--- src/rtl/assert_macros.svh ---
// assertion macros shared by the rtl of the circular queue
// simulation gets the checks, synthesis gets empty bodies
`ifndef ASSERT_MACROS_SVH
`define ASSERT_MACROS_SVH

`ifndef SYNTHESIS

// condition holds at every clock edge out of reset
`define CQS_ASSERT_ALWAYS(name, clk, rst_n, cond, msg) \
  name: assert property (@(posedge clk) disable iff (!rst_n) (cond)) \
    else $error(msg);

// consequent holds in the same cycle as the antecedent
`define CQS_ASSERT_IMPL(name, clk, rst_n, ante, cons, msg) \
  name: assert property (@(posedge clk) disable iff (!rst_n) (ante) |-> (cons)) \
    else $error(msg);

// consequent holds in the cycle after the antecedent
`define CQS_ASSERT_NEXT(name, clk, rst_n, ante, cons, msg) \
  name: assert property (@(posedge clk) disable iff (!rst_n) (ante) |=> (cons)) \
    else $error(msg);

`else

`define CQS_ASSERT_ALWAYS(name, clk, rst_n, cond, msg)
`define CQS_ASSERT_IMPL(name, clk, rst_n, ante, cons, msg)
`define CQS_ASSERT_NEXT(name, clk, rst_n, ante, cons, msg)

`endif

`endif

--- src/rtl/cqs_pkg.sv ---
// shared types and constants of the circular queue with search
// no dependencies
`timescale 1ns / 1ps
`default_nettype none

package cqs_pkg;

  // default queue depth
  parameter int unsigned Depth = 16;

  // field widths
  localparam int unsigned WordW   = 32;
  localparam int unsigned OpW     = 2;
  localparam int unsigned QsizeW  = 5;

  // queue_size after reset
  localparam logic [QsizeW-1:0] QsizeRst = 5'd16;

  // operation codes
  localparam logic [OpW-1:0] OpEnq  = 2'd0;
  localparam logic [OpW-1:0] OpDeq  = 2'd1;
  localparam logic [OpW-1:0] OpSrch = 2'd2;
  localparam logic [OpW-1:0] OpDisp = 2'd3;

  // result status codes
  typedef enum logic [2:0] {
    StatOk       = 3'd0,
    StatFull     = 3'd1,
    StatEmpty    = 3'd2,
    StatFound    = 3'd3,
    StatNotFound = 3'd4
  } status_e;

endpackage

`default_nettype wire

--- src/rtl/cqs_in_if.sv ---
// input channel of the circular queue: valid/ready plus operation and value
// depends on cqs_pkg
`timescale 1ns / 1ps
`default_nettype none

interface cqs_in_if;
  logic                                valid;
  logic                                ready;
  logic        [cqs_pkg::OpW-1:0]      operation;
  logic signed [cqs_pkg::WordW-1:0]    value;

  modport source (output valid, output operation, output value, input ready);
  modport sink   (input valid, input operation, input value, output ready);
endinterface

`default_nettype wire

--- src/rtl/cqs_out_if.sv ---
// result channel of the circular queue: valid/ready plus status, value_res, last
// depends on cqs_pkg
`timescale 1ns / 1ps
`default_nettype none

interface cqs_out_if;
  logic                                valid;
  logic                                ready;
  cqs_pkg::status_e                    status;
  logic signed [cqs_pkg::WordW-1:0]    value_res;
  logic                                last;

  modport source (output valid, output status, output value_res, output last,
                  input ready);
  modport sink   (input valid, input status, input value_res, input last,
                  output ready);
endinterface

`default_nettype wire

--- src/rtl/cqs_ram.sv ---
// generic single-write, single-read ram with registered read data
// no dependencies
`timescale 1ns / 1ps
`default_nettype none

module cqs_ram #(
  parameter int unsigned Width = 32,
  parameter int unsigned Depth = 16
) (
  input  wire logic                     clk_i,
  input  wire logic                     we_i,
  input  wire logic [$clog2(Depth)-1:0] waddr_i,
  input  wire logic [Width-1:0]         wdata_i,
  input  wire logic [$clog2(Depth)-1:0] raddr_i,
  output      logic [Width-1:0]         rdata_o
);

  logic [Width-1:0] mem [Depth];

  // write port and registered read port
  always_ff @(posedge clk_i) begin
    if (we_i) begin
      mem[waddr_i] <= wdata_i;
    end
    rdata_o <= mem[raddr_i];
  end

endmodule

`default_nettype wire

--- src/rtl/cqs_cmp.sv ---
// shared compare unit of the search walk: holds the search key
// depends on cqs_pkg
`timescale 1ns / 1ps
`default_nettype none

module cqs_cmp (
  input  wire logic                      clk_i,
  input  wire logic                      key_load_i,
  input  wire logic [cqs_pkg::WordW-1:0] key_i,
  input  wire logic [cqs_pkg::WordW-1:0] word_i,
  output      logic                      hit_o
);

  logic [cqs_pkg::WordW-1:0] key_q;

  // key captured when a search item is taken
  always_ff @(posedge clk_i) begin
    if (key_load_i) begin
      key_q <= key_i;
    end
  end

  // one word compared per cycle
  assign hit_o = (word_i == key_q);

endmodule

`default_nettype wire

--- src/rtl/circular_queue_with_search.sv ---
// Circular FIFO of signed 32-bit words with search and display walks.
// Channels: in_i (operation, value) and out_o (status, value_res, last),
// both valid/ready; an item moves at a clock edge with valid and ready high.
// cfg_we_i/cfg_wdata_i write queue_size (capacity, 0 acts as 1, clipped to
// DEPTH); write it only while the block is idle.
// Steps from the accepting edge: an enqueue, or any item on an empty queue,
// loads its result straight into the result register; a dequeue first reads
// the head word from the ram in S_DEQ; a search compares in S_SRCH up to a hit
// or the last entry; a display emits one result per cycle from S_DISP while the
// receiver takes them. The next item is taken once the last result is loaded
// and the result register frees.
// The walks are paced by the single read port of the entry ram and one
// shared compare unit: one stored entry is visited per cycle, unless the receiver holds a display walk.
// in_i.ready is high only when no item is in flight and the result register
// is free or being emptied, so one item is worked on at a time.
// A stalled receiver holds the result register; a display walk pauses on
// the current entry until it is taken.
// Reset (rst_ni low, asynchronous) empties the queue and sets queue_size to
// 16; ram contents are not cleared, no clearing pass is needed.
// Depends on cqs_pkg, cqs_in_if, cqs_out_if, cqs_ram, cqs_cmp, assert_macros.svh
`timescale 1ns / 1ps
`default_nettype none

`include "assert_macros.svh"

module circular_queue_with_search #(
  parameter int unsigned DEPTH = cqs_pkg::Depth
) (
  input  wire logic                       clk_i,
  input  wire logic                       rst_ni,
  input  wire logic                       cfg_we_i,
  input  wire logic [cqs_pkg::QsizeW-1:0] cfg_wdata_i,
  cqs_in_if.sink                          in_i,
  cqs_out_if.source                       out_o
);

  localparam int unsigned AW = $clog2(DEPTH);
  localparam int unsigned CW = $clog2(DEPTH + 1);
  localparam int unsigned WW = cqs_pkg::WordW;

  // sequencer states
  localparam logic [1:0] S_IDLE = 2'd0;
  localparam logic [1:0] S_DEQ  = 2'd1;
  localparam logic [1:0] S_SRCH = 2'd2;
  localparam logic [1:0] S_DISP = 2'd3;

  function automatic logic [AW-1:0] step_ptr(input logic [AW-1:0] p);
    return (p == AW'(DEPTH - 1)) ? '0 : p + AW'(1);
  endfunction

  logic [1:0]                  state_q, state_d;
  logic [AW-1:0]               head_q, head_d;
  logic [AW-1:0]               tail_q, tail_d;
  logic [AW-1:0]               ptr_q, ptr_d;
  logic [CW-1:0]               occ_q, occ_d;
  logic [CW-1:0]               cnt_q, cnt_d;
  logic [cqs_pkg::QsizeW-1:0]  qsize_q;
  logic                        out_valid_q, out_valid_d;
  cqs_pkg::status_e            out_status_q, out_status_d;
  logic [WW-1:0]               out_value_q, out_value_d;
  logic                        out_last_q, out_last_d;

  logic                        accept;
  logic                        out_free;
  logic                        out_load;
  logic [CW-1:0]               cap;
  logic                        ram_we;
  logic [AW-1:0]               ram_raddr;
  logic [WW-1:0]               rd_data;
  logic                        key_load;
  logic                        hit;
  logic                        walk_end;

  // effective capacity from queue_size
  always_comb begin
    if (qsize_q == '0) begin
      cap = CW'(1);
    end else if (32'(qsize_q) > 32'(DEPTH)) begin
      cap = CW'(DEPTH);
    end else begin
      cap = CW'(qsize_q);
    end
  end

  // handshake
  assign out_free    = !out_valid_q || out_o.ready;
  assign in_i.ready  = (state_q == S_IDLE) && out_free;
  assign accept      = in_i.valid && in_i.ready;
  assign walk_end    = (CW'(cnt_q + CW'(1)) == occ_q);

  // sequencer
  always_comb begin
    state_d      = state_q;
    head_d       = head_q;
    tail_d       = tail_q;
    ptr_d        = ptr_q;
    occ_d        = occ_q;
    cnt_d        = cnt_q;
    out_load     = 1'b0;
    out_status_d = out_status_q;
    out_value_d  = out_value_q;
    out_last_d   = out_last_q;
    ram_we       = 1'b0;
    ram_raddr    = ptr_q;
    key_load     = 1'b0;

    case (state_q)
      S_IDLE: begin
        ram_raddr = head_q;
        if (accept) begin
          out_value_d = '0;
          out_last_d  = 1'b1;
          ptr_d       = head_q;
          cnt_d       = '0;
          case (in_i.operation)
            cqs_pkg::OpEnq: begin
              out_load = 1'b1;
              if (occ_q >= cap) begin
                out_status_d = cqs_pkg::StatFull;
              end else begin
                ram_we       = 1'b1;
                tail_d       = step_ptr(tail_q);
                occ_d        = occ_q + CW'(1);
                out_status_d = cqs_pkg::StatOk;
              end
            end
            cqs_pkg::OpDeq: begin
              if (occ_q == '0) begin
                out_load     = 1'b1;
                out_status_d = cqs_pkg::StatEmpty;
              end else begin
                state_d = S_DEQ;
              end
            end
            cqs_pkg::OpSrch: begin
              if (occ_q == '0) begin
                out_load     = 1'b1;
                out_status_d = cqs_pkg::StatNotFound;
              end else begin
                key_load = 1'b1;
                state_d  = S_SRCH;
              end
            end
            cqs_pkg::OpDisp: begin
              if (occ_q == '0) begin
                out_load     = 1'b1;
                out_status_d = cqs_pkg::StatEmpty;
              end else begin
                state_d = S_DISP;
              end
            end
            default: begin
              state_d = S_IDLE;
            end
          endcase
        end
      end

      // head word is on the read data
      S_DEQ: begin
        out_load     = 1'b1;
        out_status_d = cqs_pkg::StatOk;
        out_value_d  = rd_data;
        out_last_d   = 1'b1;
        head_d       = step_ptr(head_q);
        occ_d        = occ_q - CW'(1);
        state_d      = S_IDLE;
      end

      // one stored word compared per cycle
      S_SRCH: begin
        if (hit || walk_end) begin
          out_load     = 1'b1;
          out_status_d = hit ? cqs_pkg::StatFound : cqs_pkg::StatNotFound;
          out_value_d  = '0;
          out_last_d   = 1'b1;
          state_d      = S_IDLE;
        end else begin
          ptr_d     = step_ptr(ptr_q);
          ram_raddr = step_ptr(ptr_q);
          cnt_d     = cnt_q + CW'(1);
        end
      end

      // one stored word emitted per cycle the receiver allows
      S_DISP: begin
        if (out_free) begin
          out_load     = 1'b1;
          out_status_d = cqs_pkg::StatOk;
          out_value_d  = rd_data;
          out_last_d   = walk_end;
          if (walk_end) begin
            state_d = S_IDLE;
          end else begin
            ptr_d     = step_ptr(ptr_q);
            ram_raddr = step_ptr(ptr_q);
            cnt_d     = cnt_q + CW'(1);
          end
        end
      end

      default: begin
        state_d = S_IDLE;
      end
    endcase
  end

  assign out_valid_d = out_load || (out_valid_q && !out_o.ready);

  // control registers
  always_ff @(posedge clk_i or negedge rst_ni) begin
    if (!rst_ni) begin
      state_q     <= S_IDLE;
      head_q      <= '0;
      tail_q      <= '0;
      ptr_q       <= '0;
      occ_q       <= '0;
      cnt_q       <= '0;
      qsize_q     <= cqs_pkg::QsizeRst;
      out_valid_q <= 1'b0;
    end else begin
      state_q     <= state_d;
      head_q      <= head_d;
      tail_q      <= tail_d;
      ptr_q       <= ptr_d;
      occ_q       <= occ_d;
      cnt_q       <= cnt_d;
      out_valid_q <= out_valid_d;
      if (cfg_we_i) begin
        qsize_q <= cfg_wdata_i;
      end
    end
  end

  // result payload register
  always_ff @(posedge clk_i) begin
    if (out_load) begin
      out_status_q <= out_status_d;
      out_value_q  <= out_value_d;
      out_last_q   <= out_last_d;
    end
  end

  assign out_o.valid     = out_valid_q;
  assign out_o.status    = out_status_q;
  assign out_o.value_res = out_value_q;
  assign out_o.last      = out_last_q;

  // entry store
  cqs_ram #(
    .Width (WW),
    .Depth (DEPTH)
  ) u_ram (
    .clk_i   (clk_i),
    .we_i    (ram_we),
    .waddr_i (tail_q),
    .wdata_i (in_i.value),
    .raddr_i (ram_raddr),
    .rdata_o (rd_data)
  );

  // shared compare unit
  cqs_cmp u_cmp (
    .clk_i      (clk_i),
    .key_load_i (key_load),
    .key_i      (in_i.value),
    .word_i     (rd_data),
    .hit_o      (hit)
  );

  // checks
  `CQS_ASSERT_IMPL(a_empty_ptrs, clk_i, rst_ni, occ_q == '0, head_q == tail_q, "empty queue with head and tail apart")
  `CQS_ASSERT_IMPL(a_walk_cnt, clk_i, rst_ni, (state_q == S_SRCH) || (state_q == S_DISP), cnt_q < occ_q, "walk counter past occupancy")
  `CQS_ASSERT_IMPL(a_srch_out_free, clk_i, rst_ni, (state_q == S_SRCH) || (state_q == S_DEQ), !out_valid_q, "result register busy during a single-result walk")
  `CQS_ASSERT_NEXT(a_enq_count, clk_i, rst_ni, accept && (in_i.operation == cqs_pkg::OpEnq) && (occ_q < cap), occ_q == $past(occ_q) + CW'(1), "enqueue did not raise occupancy")

endmodule

`default_nettype wire
--- src/flat_wrapper.sv ---
// flat-port wrapper written by rule: the top's interface ports become plain ports
module circular_queue_with_search_flat 
#(
  parameter int unsigned DEPTH = cqs_pkg::Depth
)
  (clk_i, rst_ni, cfg_we_i, cfg_wdata_i, in_i_valid, in_i_operation, in_i_value, in_i_ready, out_o_valid, out_o_status, out_o_value_res, out_o_last, out_o_ready);
  cqs_in_if in_i_i ();
  cqs_out_if out_o_i ();
  input  wire logic clk_i;
  input  wire logic rst_ni;
  input  wire logic cfg_we_i;
  input  wire logic [cqs_pkg::QsizeW-1:0] cfg_wdata_i;
  input wire logic [$bits(in_i_i.valid)-1:0] in_i_valid;
  input wire logic [$bits(in_i_i.operation)-1:0] in_i_operation;
  input wire logic [$bits(in_i_i.value)-1:0] in_i_value;
  output wire logic [$bits(in_i_i.ready)-1:0] in_i_ready;
  output wire logic [$bits(out_o_i.valid)-1:0] out_o_valid;
  output wire logic [$bits(out_o_i.status)-1:0] out_o_status;
  output wire logic [$bits(out_o_i.value_res)-1:0] out_o_value_res;
  output wire logic [$bits(out_o_i.last)-1:0] out_o_last;
  input wire logic [$bits(out_o_i.ready)-1:0] out_o_ready;
  assign in_i_i.valid = in_i_valid;
  assign in_i_i.operation = in_i_operation;
  assign in_i_i.value = in_i_value;
  assign in_i_ready = in_i_i.ready;
  assign out_o_valid = out_o_i.valid;
  assign out_o_status = out_o_i.status;
  assign out_o_value_res = out_o_i.value_res;
  assign out_o_last = out_o_i.last;
  assign out_o_i.ready = out_o_ready;
  circular_queue_with_search #(.DEPTH(DEPTH)) u_core (.clk_i(clk_i), .rst_ni(rst_ni), .cfg_we_i(cfg_we_i), .cfg_wdata_i(cfg_wdata_i), .in_i(in_i_i), .out_o(out_o_i));
endmodule
--- config.mk ---
export PLATFORM = sky130hd
export DESIGN_NAME = circular_queue_with_search_flat
export DESIGN_NICKNAME = d
export VERILOG_FILES = /design/src/rtl/cqs_pkg.sv /design/src/rtl/cqs_in_if.sv /design/src/rtl/cqs_out_if.sv /design/src/rtl/cqs_ram.sv /design/src/rtl/cqs_cmp.sv /design/src/rtl/circular_queue_with_search.sv /design/src/flat_wrapper.sv
export VERILOG_INCLUDE_DIRS = /design/src /design/src/rtl
export SDC_FILE = /design/constraint.sdc
export NUM_CORES = 1
export LEC_CHECK = 0
export BUFFER_PORTS_ARGS = -buffer_cell sky130_fd_sc_hd__buf_2
export CORE_MARGIN = 2
export CORE_UTILIZATION = 55
export CTS_CLUSTER_DIAMETER = 80
export CTS_CLUSTER_SIZE = 16
export DETAILED_ROUTE_END_ITERATION = 10
export GPL_TIMING_DRIVEN = 0
export PLACE_DENSITY = 0.72
export SKIP_CTS_REPAIR_TIMING = 1
export SLEW_MARGIN = 40
export SYNTH_ARGS = -nofsm -noshare
export SYNTH_HDL_FRONTEND = slang
export SYNTH_SLANG_ARGS = --single-unit
--- constraint.sdc ---
create_clock -name clk_i -period 14.8 [get_ports clk_i]
set_input_delay 0 -clock clk_i [delete_from_list [all_inputs] [get_ports clk_i]]
set_output_delay 0 -clock clk_i [all_outputs]
set_load 0.02 [all_outputs]
==> metrics.md, run 1 <==
| Metric | Value |
|---|---|
| Most frequent cells in the layout | `580 x edfxtp_1, 195 x nand3_1, 146 x clkbuf_1` |
| Post-synthesis cell type count | `70` |
| Max Cap Viol | `0` |
| Routed vias/inst | `6.56` |
| Critical Path RT | `15280 ps` |
| Startpoint types | `register` |
| CP arrival | `5570 ps` |
| WHS | `-31.1 ps` |
| Mean Syn Cell Area | `13.8 um^2` |
| Post-route cell area | `0.0302 mm^2` |
| WL met1 | `29.2 mm` |
| Finished Layout Cells | `2795` |
| Crit path from | `u_core.u_cmp.key_q[1]` |
| Via count of the routed design | `18329` |
| Post-synth ARST share | `0.0467` |
| Row count | `80` |
| Die W | `224 um` |
| Fin crit share | `0.344` |
| RSZ-0062 raised after global routing | `false` |
| Total gr overflow | `0` |
| Number of buffers created by CTS | `46` |
| Crit-path leading delay family | `simple AND/OR/NAND/NOR gates` |
| Die H | `224 um` |
| Final Skew | `28.7 ps` |
| Outcome | `complete, but fails checks` |
| Wire length on met2 | `35.0 mm` |
| Clock buffer depth | `3` |
| Fmax | `196 MHz` |
| Worst path max stage delay | `790 ps` |
| Share of cells above drive strength 1 | `0.121` |
| Cell Area, Synth | `0.0267 mm^2` |
| Hold Path Origin | `in_i_operation[1]` |
| CP bufs+invs | `4` |
| Hold Path Class | `input port to register` |
| Max layer used | `met4` |
| Tmin final | `5100 ps` |
| Setup TNS | `0 ps` |
| CTS H-tree depth | `2` |
| Synth Register Bits | `642` |
| Post-DP Area | `0.0283 mm^2` |
| Largest net degree at the start of global routing | `33` |
| Initial core utilization | `0.558` |
| Worst setup EP type | `register` |
| Register area share after synthesis | `0.704` |
| Critical path's slowest cell | `nor4_1` |
| Initial antenna violation count | `0` |
| Commonest non-fill, non-tap cell in the layout | `edfxtp_1` |
| Routed wire per std cell | `26.6 um` |
| Vias in the first global route | `17297` |
| Syn_nets | `2002` |
| Worst path cell trace | `xor2_1 -> nor4_1 -> nand4_1 -> nor4_1 -> a211oi_4 -> buf_6 -> nand2_2 -> buf_2 -> buf_2 -> clkbuf_1 -> nand3_1 -> nand4_1 -> o221ai_1` |
| # DRC | `0` |
| Dpl hpwl | `48.9 mm` |
| Worst-margin pin slew | `883 ps` |
| Met3 WL | `7.49 mm` |
| Post-synth EDFFs | `580` |
| Failing checks | `hold timing` |
| Final slew viol count | `0` |
| Power per Cell Area | `226 mW/mm^2` |
| Total Wirelength | `74.3 mm` |
| CTS root buffer | `clkbuf_16` |
| CTS tree | `yes` |
| Final setup viols | `0` |
| Port Buffers | `81` |
| First-pass GRT wire length | `109 mm` |
| GRT Total Usage | `0.293` |
| Clock slew at reported path FFs | `80 ps` |
| Rel. slew slack | `0.406` |
| Final ANT Viol Nets | `0` |
| Core Box Area | `0.0478 mm^2` |
| Main flop type after synthesis | `edfxtp_1` |
| Worst-path fanout max | `10` |
| Die ar. | `0.0504 mm^2` |
| Synthesized instance count | `1936` |
| Placed Cells incl. Taps | `2659` |
| Worst vdd ir | `0.133 mV` |
| Clk Latency, worst-skew pair | `620 ps` |
| Routability cong. | `0.903` |
| Warnings, synthesis | `0` |
| Fillcell total | `3580` |
| DRT Pass-1 Iters | `6` |
| FF-to-FF setup slack | `9700 ps` |
| Leak | `0.0105 uW` |
| Layout Area Growth over Synthesis | `12.8%` |
| Antenna cells | `0` |
| Worst reg2reg startpoint | `u_core.u_cmp.key_q[1]` |
| Clk sinks | `642` |
| Final Hold Viols | `27` |
| Nets | `2208` |
| Drt first-iter violations | `2457` |
| Ports | `82` |
| WS Path Type | `register to register` |
[sequential cells by signal, indices dropped and copies added, names as in the netlist]
register	cells
u_core.u_cmp.key_q	32
u_core.out_o.last	1
u_core.out_o.valid	1
u_core.tail_q	4
u_core.ptr_q	4
u_core.head_q	4
u_core.u_ram.mem	512
u_core.qsize_q	5
u_core.state_q	2
u_core.out_o.status	3
u_core.occ_q	5
u_core.out_o.value_res	32
u_core.u_ram.rdata_o	32
u_core.cnt_q	5
[worst paths after layout]
check | end | cells after the start
setup / recovery | u_core.u_ram.rdata_o[31] | 13
setup reg to reg | u_core.u_ram.rdata_o[31] | 13
min in group asynchronous | u_core.occ_q[3] | 2
hold reg to reg | u_core.cnt_q[1] | 2
max in group asynchronous | u_core.ptr_q[3] | 2
hold / removal | u_core.state_q[1] | 4
[Yosys cell counts (6+ instances only)]
cell,n,area share
a21o_1,8,0.0022
nand2_1,133,0.019
clkbuf_1,111,0.016
nor3_1,10,0.0019
xnor2_1,6,0.0020
xor2_1,37,0.012
ha_1,21,0.0098
and2_1,43,0.010
a41oi_1,62,0.020
nand4_1,34,0.0080
a21oi_1,15,0.0028
buf_2,31,0.0058
nor2_1,26,0.0037
nand2b_1,8,0.0019
nor4_1,10,0.0023
edfxtp_1,580,0.65
o221ai_1,32,0.010
a211o_1,63,0.021
o21ai_0,141,0.026
a31o_2,31,0.010
a211oi_1,38,0.011
a22oi_1,32,0.0090
and3_1,102,0.024
dfrtp_1,29,0.027
nand3_1,195,0.037
buf_1,7,0.00098
dfxtp_1,32,0.024
inv_1,15,0.0021
[through the flow]
stage / total power [uW] / utilization / setup WS (ps)
after CTS: 6700 / 0.620 / 9940
final: 6800 / 0.630 / 9700
after global placement: 5390 / 0.583 / 6810
after floorplan: 4320 / - / 9700
after detailed placement: 5490 / 0.591 / 9950
after global routing: 7080 / 0.630 / 9700
[area by class of cell]
| cell class | instances | area (um^2) | area share |
|---|---|---|---|
| buffer | 154 | 639 | 0.0212 |
| clock buffer | 83 | 1320 | 0.0438 |
| clock inverter | 3 | 48.8 | 0.00162 |
| inverter | 15 | 56.3 | 0.00187 |
| multi-input combinational | 1125 | 7330 | 0.243 |
| sequential | 642 | 18800 | 0.624 |
| tap | 615 | 769 | 0.0255 |
| timing repair buffer | 158 | 1180 | 0.0391 |
[report_power, final]
part | switching (uW) | total, uW | leakage [uW] | internal (uW)
logic | 2270 | 3330 | 0.00393 | 1070
registers | 89.8 | 2250 | 0.00588 | 2160
clock network | 612 | 1220 | 0.000648 | 608
total | 2970 | 6800 | 0.0105 | 3830
[worst min-delay path: stages]
cell	delay [ps]
buf_2	110
ha_1	210
o211ai_1	110
o21ai_0	90
[kinds of logic (layout without fill, tap and decap cells)]
family / after synthesis / count (layout) / share of synthesized area
AOI/OAI and AO/OA: 466 / 466 / 0.128
xor gates and xnor gates: 43 / 43 / 0.0141
adders and majority gates: 22 / 22 / 0.0106
buffers and inverters: 169 / 413 / 0.0260
DFF: 642 / 642 / 0.704
muxes: 10 / 10 / 0.00398
and+or+nand+nor: 584 / 584 / 0.113
[routing by layer]
| layer | up-vias | global-route usage |
|---|---|---|
| met5 | - | 0 |
| met4 | 0 | 0.101 |
| met3 | 161 | 0.0626 |
| met2 | 1033 | 0.469 |
| met1 | 9100 | 0.401 |
| li1 | 8035 | - |
No activity file was read; power rests on OpenSTA's default activity.
==> inputs of run 2 (changes only) <==
--- a/config.mk
+++ b/config.mk
@@ -6,6 +6,7 @@
 export SDC_FILE = /design/constraint.sdc
 export NUM_CORES = 1
 export LEC_CHECK = 0
+export ABC_AREA = 1
 export BUFFER_PORTS_ARGS = -buffer_cell sky130_fd_sc_hd__buf_2
 export CORE_MARGIN = 2
 export CORE_UTILIZATION = 55
==> constraint.sdc (replaced) <==
create_clock -name clk_i -period 4.91 [get_ports clk_i]
set_input_delay 0 -clock clk_i [delete_from_list [all_inputs] [get_ports clk_i]]
set_output_delay 0 -clock clk_i [all_outputs]
set_load 0.02 [all_outputs]
==> run 2 against run 1 <==
Effect of this change:
- the flow still finishes with violations (hold timing)
- wire length rose by 8.5%
- total power rose to 3.1 times the previous value
- clock skew fell by 5.7 ps
- via count rose by 13%
- cell area rose by 6.4%
- core utilization rose by 0.81 points
- highest routed layer is now met5
- critical path type unchanged
- die area rose by 4.9%
- sequential power rose to 3.0 times the previous value
- synthesized area rose by 5.0%
- non-clock buffer count fell by 5
- maximum frequency rose by 35%
==> metrics.md, run 2 <==
| Metric | Value |
|---|---|
| Outcome | `complete, but fails checks` |
| Failing checks | `hold timing` |
| WS Path Type | `register to register` |
| Max reg flops | `512 (unchanged)` |
| Drt first-iter violations | `3209 (+31%)` |
| CTS root buffer | `clkbuf_16` |
| # DRC | `0 (unchanged)` |
| Clock buffer depth | `3 (unchanged)` |
| CTS H-tree depth | `2 (unchanged)` |
| WHS | `-5.79 ps (+25.3 ps)` |
| Final Skew | `23.0 ps (-5.69 ps)` |
| Commonest non-fill, non-tap cell in the layout | `nand3_1` |
| CP arrival | `4320 ps (-1250 ps)` |
| Most frequent CP cell | `nand2_1` |
| Routability cong. | `0.884 (-2.1%)` |
| Warnings, synthesis | `0 (unchanged)` |
| DRT Pass-1 Iters | `6 (unchanged)` |
| Routed vias/inst | `5.80 (-12%)` |
| Number of buffers created by CTS | `46 (unchanged)` |
| Core Box Area | `0.0503 mm^2 (+5.1%)` |
| Die H | `230 um (+2.4%)` |
| Dpl hpwl | `53.5 mm (+9.5%)` |
| Worst setup margin | `1130 ps (-8580 ps)` |
| Die W | `230 um (+2.4%)` |
| Routed wire per std cell | `22.6 um (-15%)` |
| CTS tree | `yes` |
| Final ANT Viol Nets | `0 (unchanged)` |
| Layout Area Growth over Synthesis | `14.3%` |
| Rel. slew slack | `0.373 (-0.0333)` |
| Max Cap Viol | `0 (unchanged)` |
| Sw Pwr | `9720 uW (+230%)` |
| Synth Register Bits | `642 (unchanged)` |
| Row count | `82 (+2.5%)` |
| Fin crit share | `0.771 (+0.427)` |
| Sequential Power Share | `0.323 (-0.007)` |
| Main flop type after synthesis | `edfxtp_1` |
| Via count of the routed design | `20695 (+13%)` |
| Most common cell in the synthesized netlist | `nand3_1` |
| Total gr overflow | `0 (unchanged)` |
| Critical Path RT | `5450 ps (-9830 ps)` |
| Worst path max stage delay | `710 ps (-80 ps)` |
| Worst-path fanout max | `10 (unchanged)` |
| Worst vdd ir | `0.393 mV (+200%)` |
| Port Buffers | `80 (-1.2%)` |
| Worst-margin pin slew | `941 ps (+58.1 ps)` |
| Clk Latency, worst-skew pair | `610 ps (about the same)` |
| Top post-synthesis cells by area | `edfxtp_1 62%, nand3_1 11%, nand2_1 7.7%` |
| GRT Total Usage | `0.302 (+0.00922)` |
| Finished Layout Cells | `3570 (+28%)` |
| Most frequent cells in the layout | `605 x nand3_1, 580 x edfxtp_1, 578 x nand2_1` |
| Clk sinks | `642 (unchanged)` |
| Placed Cells incl. Taps | `3435 (+29%)` |
| Clk pwr share | `0.176 (-0.003)` |
| Hold Path Class | `input port to register` |
| Startpoint types | `register` |
| Tmin final | `3780 ps (-1310 ps)` |
| Reg with most FFs | `u_core.u_ram.mem` |
| Fmax | `264 MHz (+35%)` |
| Share of cells above drive strength 1 | `0.105 (-0.0157)` |
| Die ar. | `0.0528 mm^2 (+4.9%)` |
| Crit-path leading delay family | `simple AND/OR/NAND/NOR gates` |
| Power per Cell Area | `653 mW/mm^2 (+190%)` |
| Switching Share | `0.463 (+0.0268)` |
| Initial core utilization | `0.558 (about the same)` |
| Worst setup EP type | `register` |
| Mean Syn Cell Area | `10.6 um^2 (-23%)` |
| Critical path's slowest cell | `clkbuf_1` |
| First-pass GRT wire length | `119 mm (+8.7%)` |
| Vias in the first global route | `19873 (+15%)` |
| Synth top area share | `0.621 (-0.0312)` |
| Internal Power | `11300 uW (+190%)` |
| Share of power burned in combinational logic | `0.502 (+0.012)` |
| Post-synth top area cell | `edfxtp_1` |
| Final slew viol count | `0 (unchanged)` |
| Syn_nets | `2710 (+35%)` |
| Final Hold Viols | `2 (-93%)` |
| Largest net degree at the start of global routing | `31 (-6.1%)` |
| Synthesized instance count | `2644 (+37%)` |
| Cell Area, Synth | `0.0281 mm^2 (+5.0%)` |
| Ports | `82 (unchanged)` |
| Antenna cells | `0 (unchanged)` |
| Total Wirelength | `80.6 mm (+8.5%)` |
| Post-synth top cells | `605 x nand3_1, 580 x edfxtp_1, 578 x nand2_1` |
| Nets | `2928 (+33%)` |
| Final setup viols | `0 (unchanged)` |
| Post-place setup slack | `1090 ps (-8860 ps)` |
| Post-synth EDFFs | `580 (unchanged)` |
| Final Power | `21000 uW (+210%)` |
| RSZ-0062 raised after global routing | `false` |
| Initial antenna violation count | `1 (+1)` |
| Clock slew at reported path FFs | `80 ps (about the same)` |
| Post-synthesis cell type count | `38 (-46%)` |
| Post-synth ARST share | `0.0467 (unchanged)` |
| Leak | `0.0136 uW (+30%)` |
| Register area share after synthesis | `0.670 (-0.0336)` |
| Worst path cell trace | `inv_1 -> nand2_1 -> nand2_1 -> nand2_1 -> nor2_1 -> nand2_1 -> nor2_1 -> nand2_1 -> nand2_2 -> nand2_1 -> o221ai_1 -> inv_1 -> nand3b_1 -> clkbuf_1 -> nand3_1 -> nand2_1` |
| CP bufs+invs | `3 (-1)` |
## run 2: cell types whose count changed after synthesis, moves of 102 or more
| cell | before | now |
|---|---|---|
| o21ai_0 | 141 | 29 |
| and3_1 | 102 | 0 |
| inv_1 | 15 | 445 |
| nand2_1 | 133 | 578 |
| nand3_1 | 195 | 605 |
## run 2: metal layers
metal / track usage / part of all wire
met5: 0 / 0.00016
met2: 0.474 / 0.45
met4: 0.154 / 0.055
met3: 0.0660 / 0.12
met1: 0.399 / 0.37
## run 2: cell type report
class	count	area (um^2)
tap	672	841
clock buffer	81	1310
inverter	448	1680
fill	3826	18200
sequential	642	18800
buffer	137	721
timing repair buffer	170	1700
multi-input combinational	1417	6990
clock inverter	3	25.0
## run 2: final timing paths
| path | from | to | slack, ps | cells after the start |
|---|---|---|---|---|
| max in group asynchronous | rst_ni | u_core.tail_q[1] | 4430 | 2 |
| worst min-delay path | in_i_operation[0] | u_core.out_o.status[1] | -6 | 4 |
| worst max register to register | u_core.u_cmp.key_q[17] | u_core.u_ram.rdata_o[16] | 1130 | 16 |
| min in group asynchronous | rst_ni | u_core.qsize_q[0] | 10 | 2 |
| worst max-delay path | u_core.u_cmp.key_q[17] | u_core.u_ram.rdata_o[16] | 1130 | 16 |
| worst min register to register | u_core.u_ram.rdata_o[30] | u_core.out_o.value_res[30] | 540 | 2 |
## run 2: through the flow
stage,area [um^2],utilization,setup TNS [ps]
3_5_place_dp,30200,0.601,0
5_1_grt,32100,0.638,0
4_1_cts,31600,0.628,0
2_1_floorplan,28100,-,0
3_3_place_gp,29300,0.583,-359630
6_report,32100,0.638,0
## run 2: power groups by stage
stage | sequential (uW) | combinational [uW] | clock, uW
finish | 6770 | 10500 | 3680
global route | 6820 | 11200 | 3880
CTS | 6770 | 10200 | 3690
detailed placement | 6880 | 10100 | 0
global placement | 6880 | 9750 | 0
floorplan | 7050 | 6050 | 0
## run 2: worst register-to-register path: stages, from the launching register on
cell and delay (ps):
edfxtp_1 400, inv_1 90, nand2_1 60, nand2_1 50, nand2_1 60, nor2_1 370, nand2_1 230, nor2_1 240
nand2_1 160, nand2_2 160, nand2_1 90, o221ai_1 260, inv_1 100, nand3b_1 360, clkbuf_1 720, nand3_1 250
nand2_1 120
## run 2: cells by family (layout without fill, tap and decap cells)
kind of cell | after synthesis | in the layout | share of synthesized area
and+or+nand+nor | 1320 | 1320 | 0.216
DFF | 642 | 642 | 0.670
buffers and inverters | 585 | 839 | 0.0853
AOI/OAI and AO/OA | 48 | 48 | 0.00959
xor gates and xnor gates | 25 | 25 | 0.00780
adders and majority gates | 22 | 22 | 0.0101
muxes | 2 | 2 | 0.000758
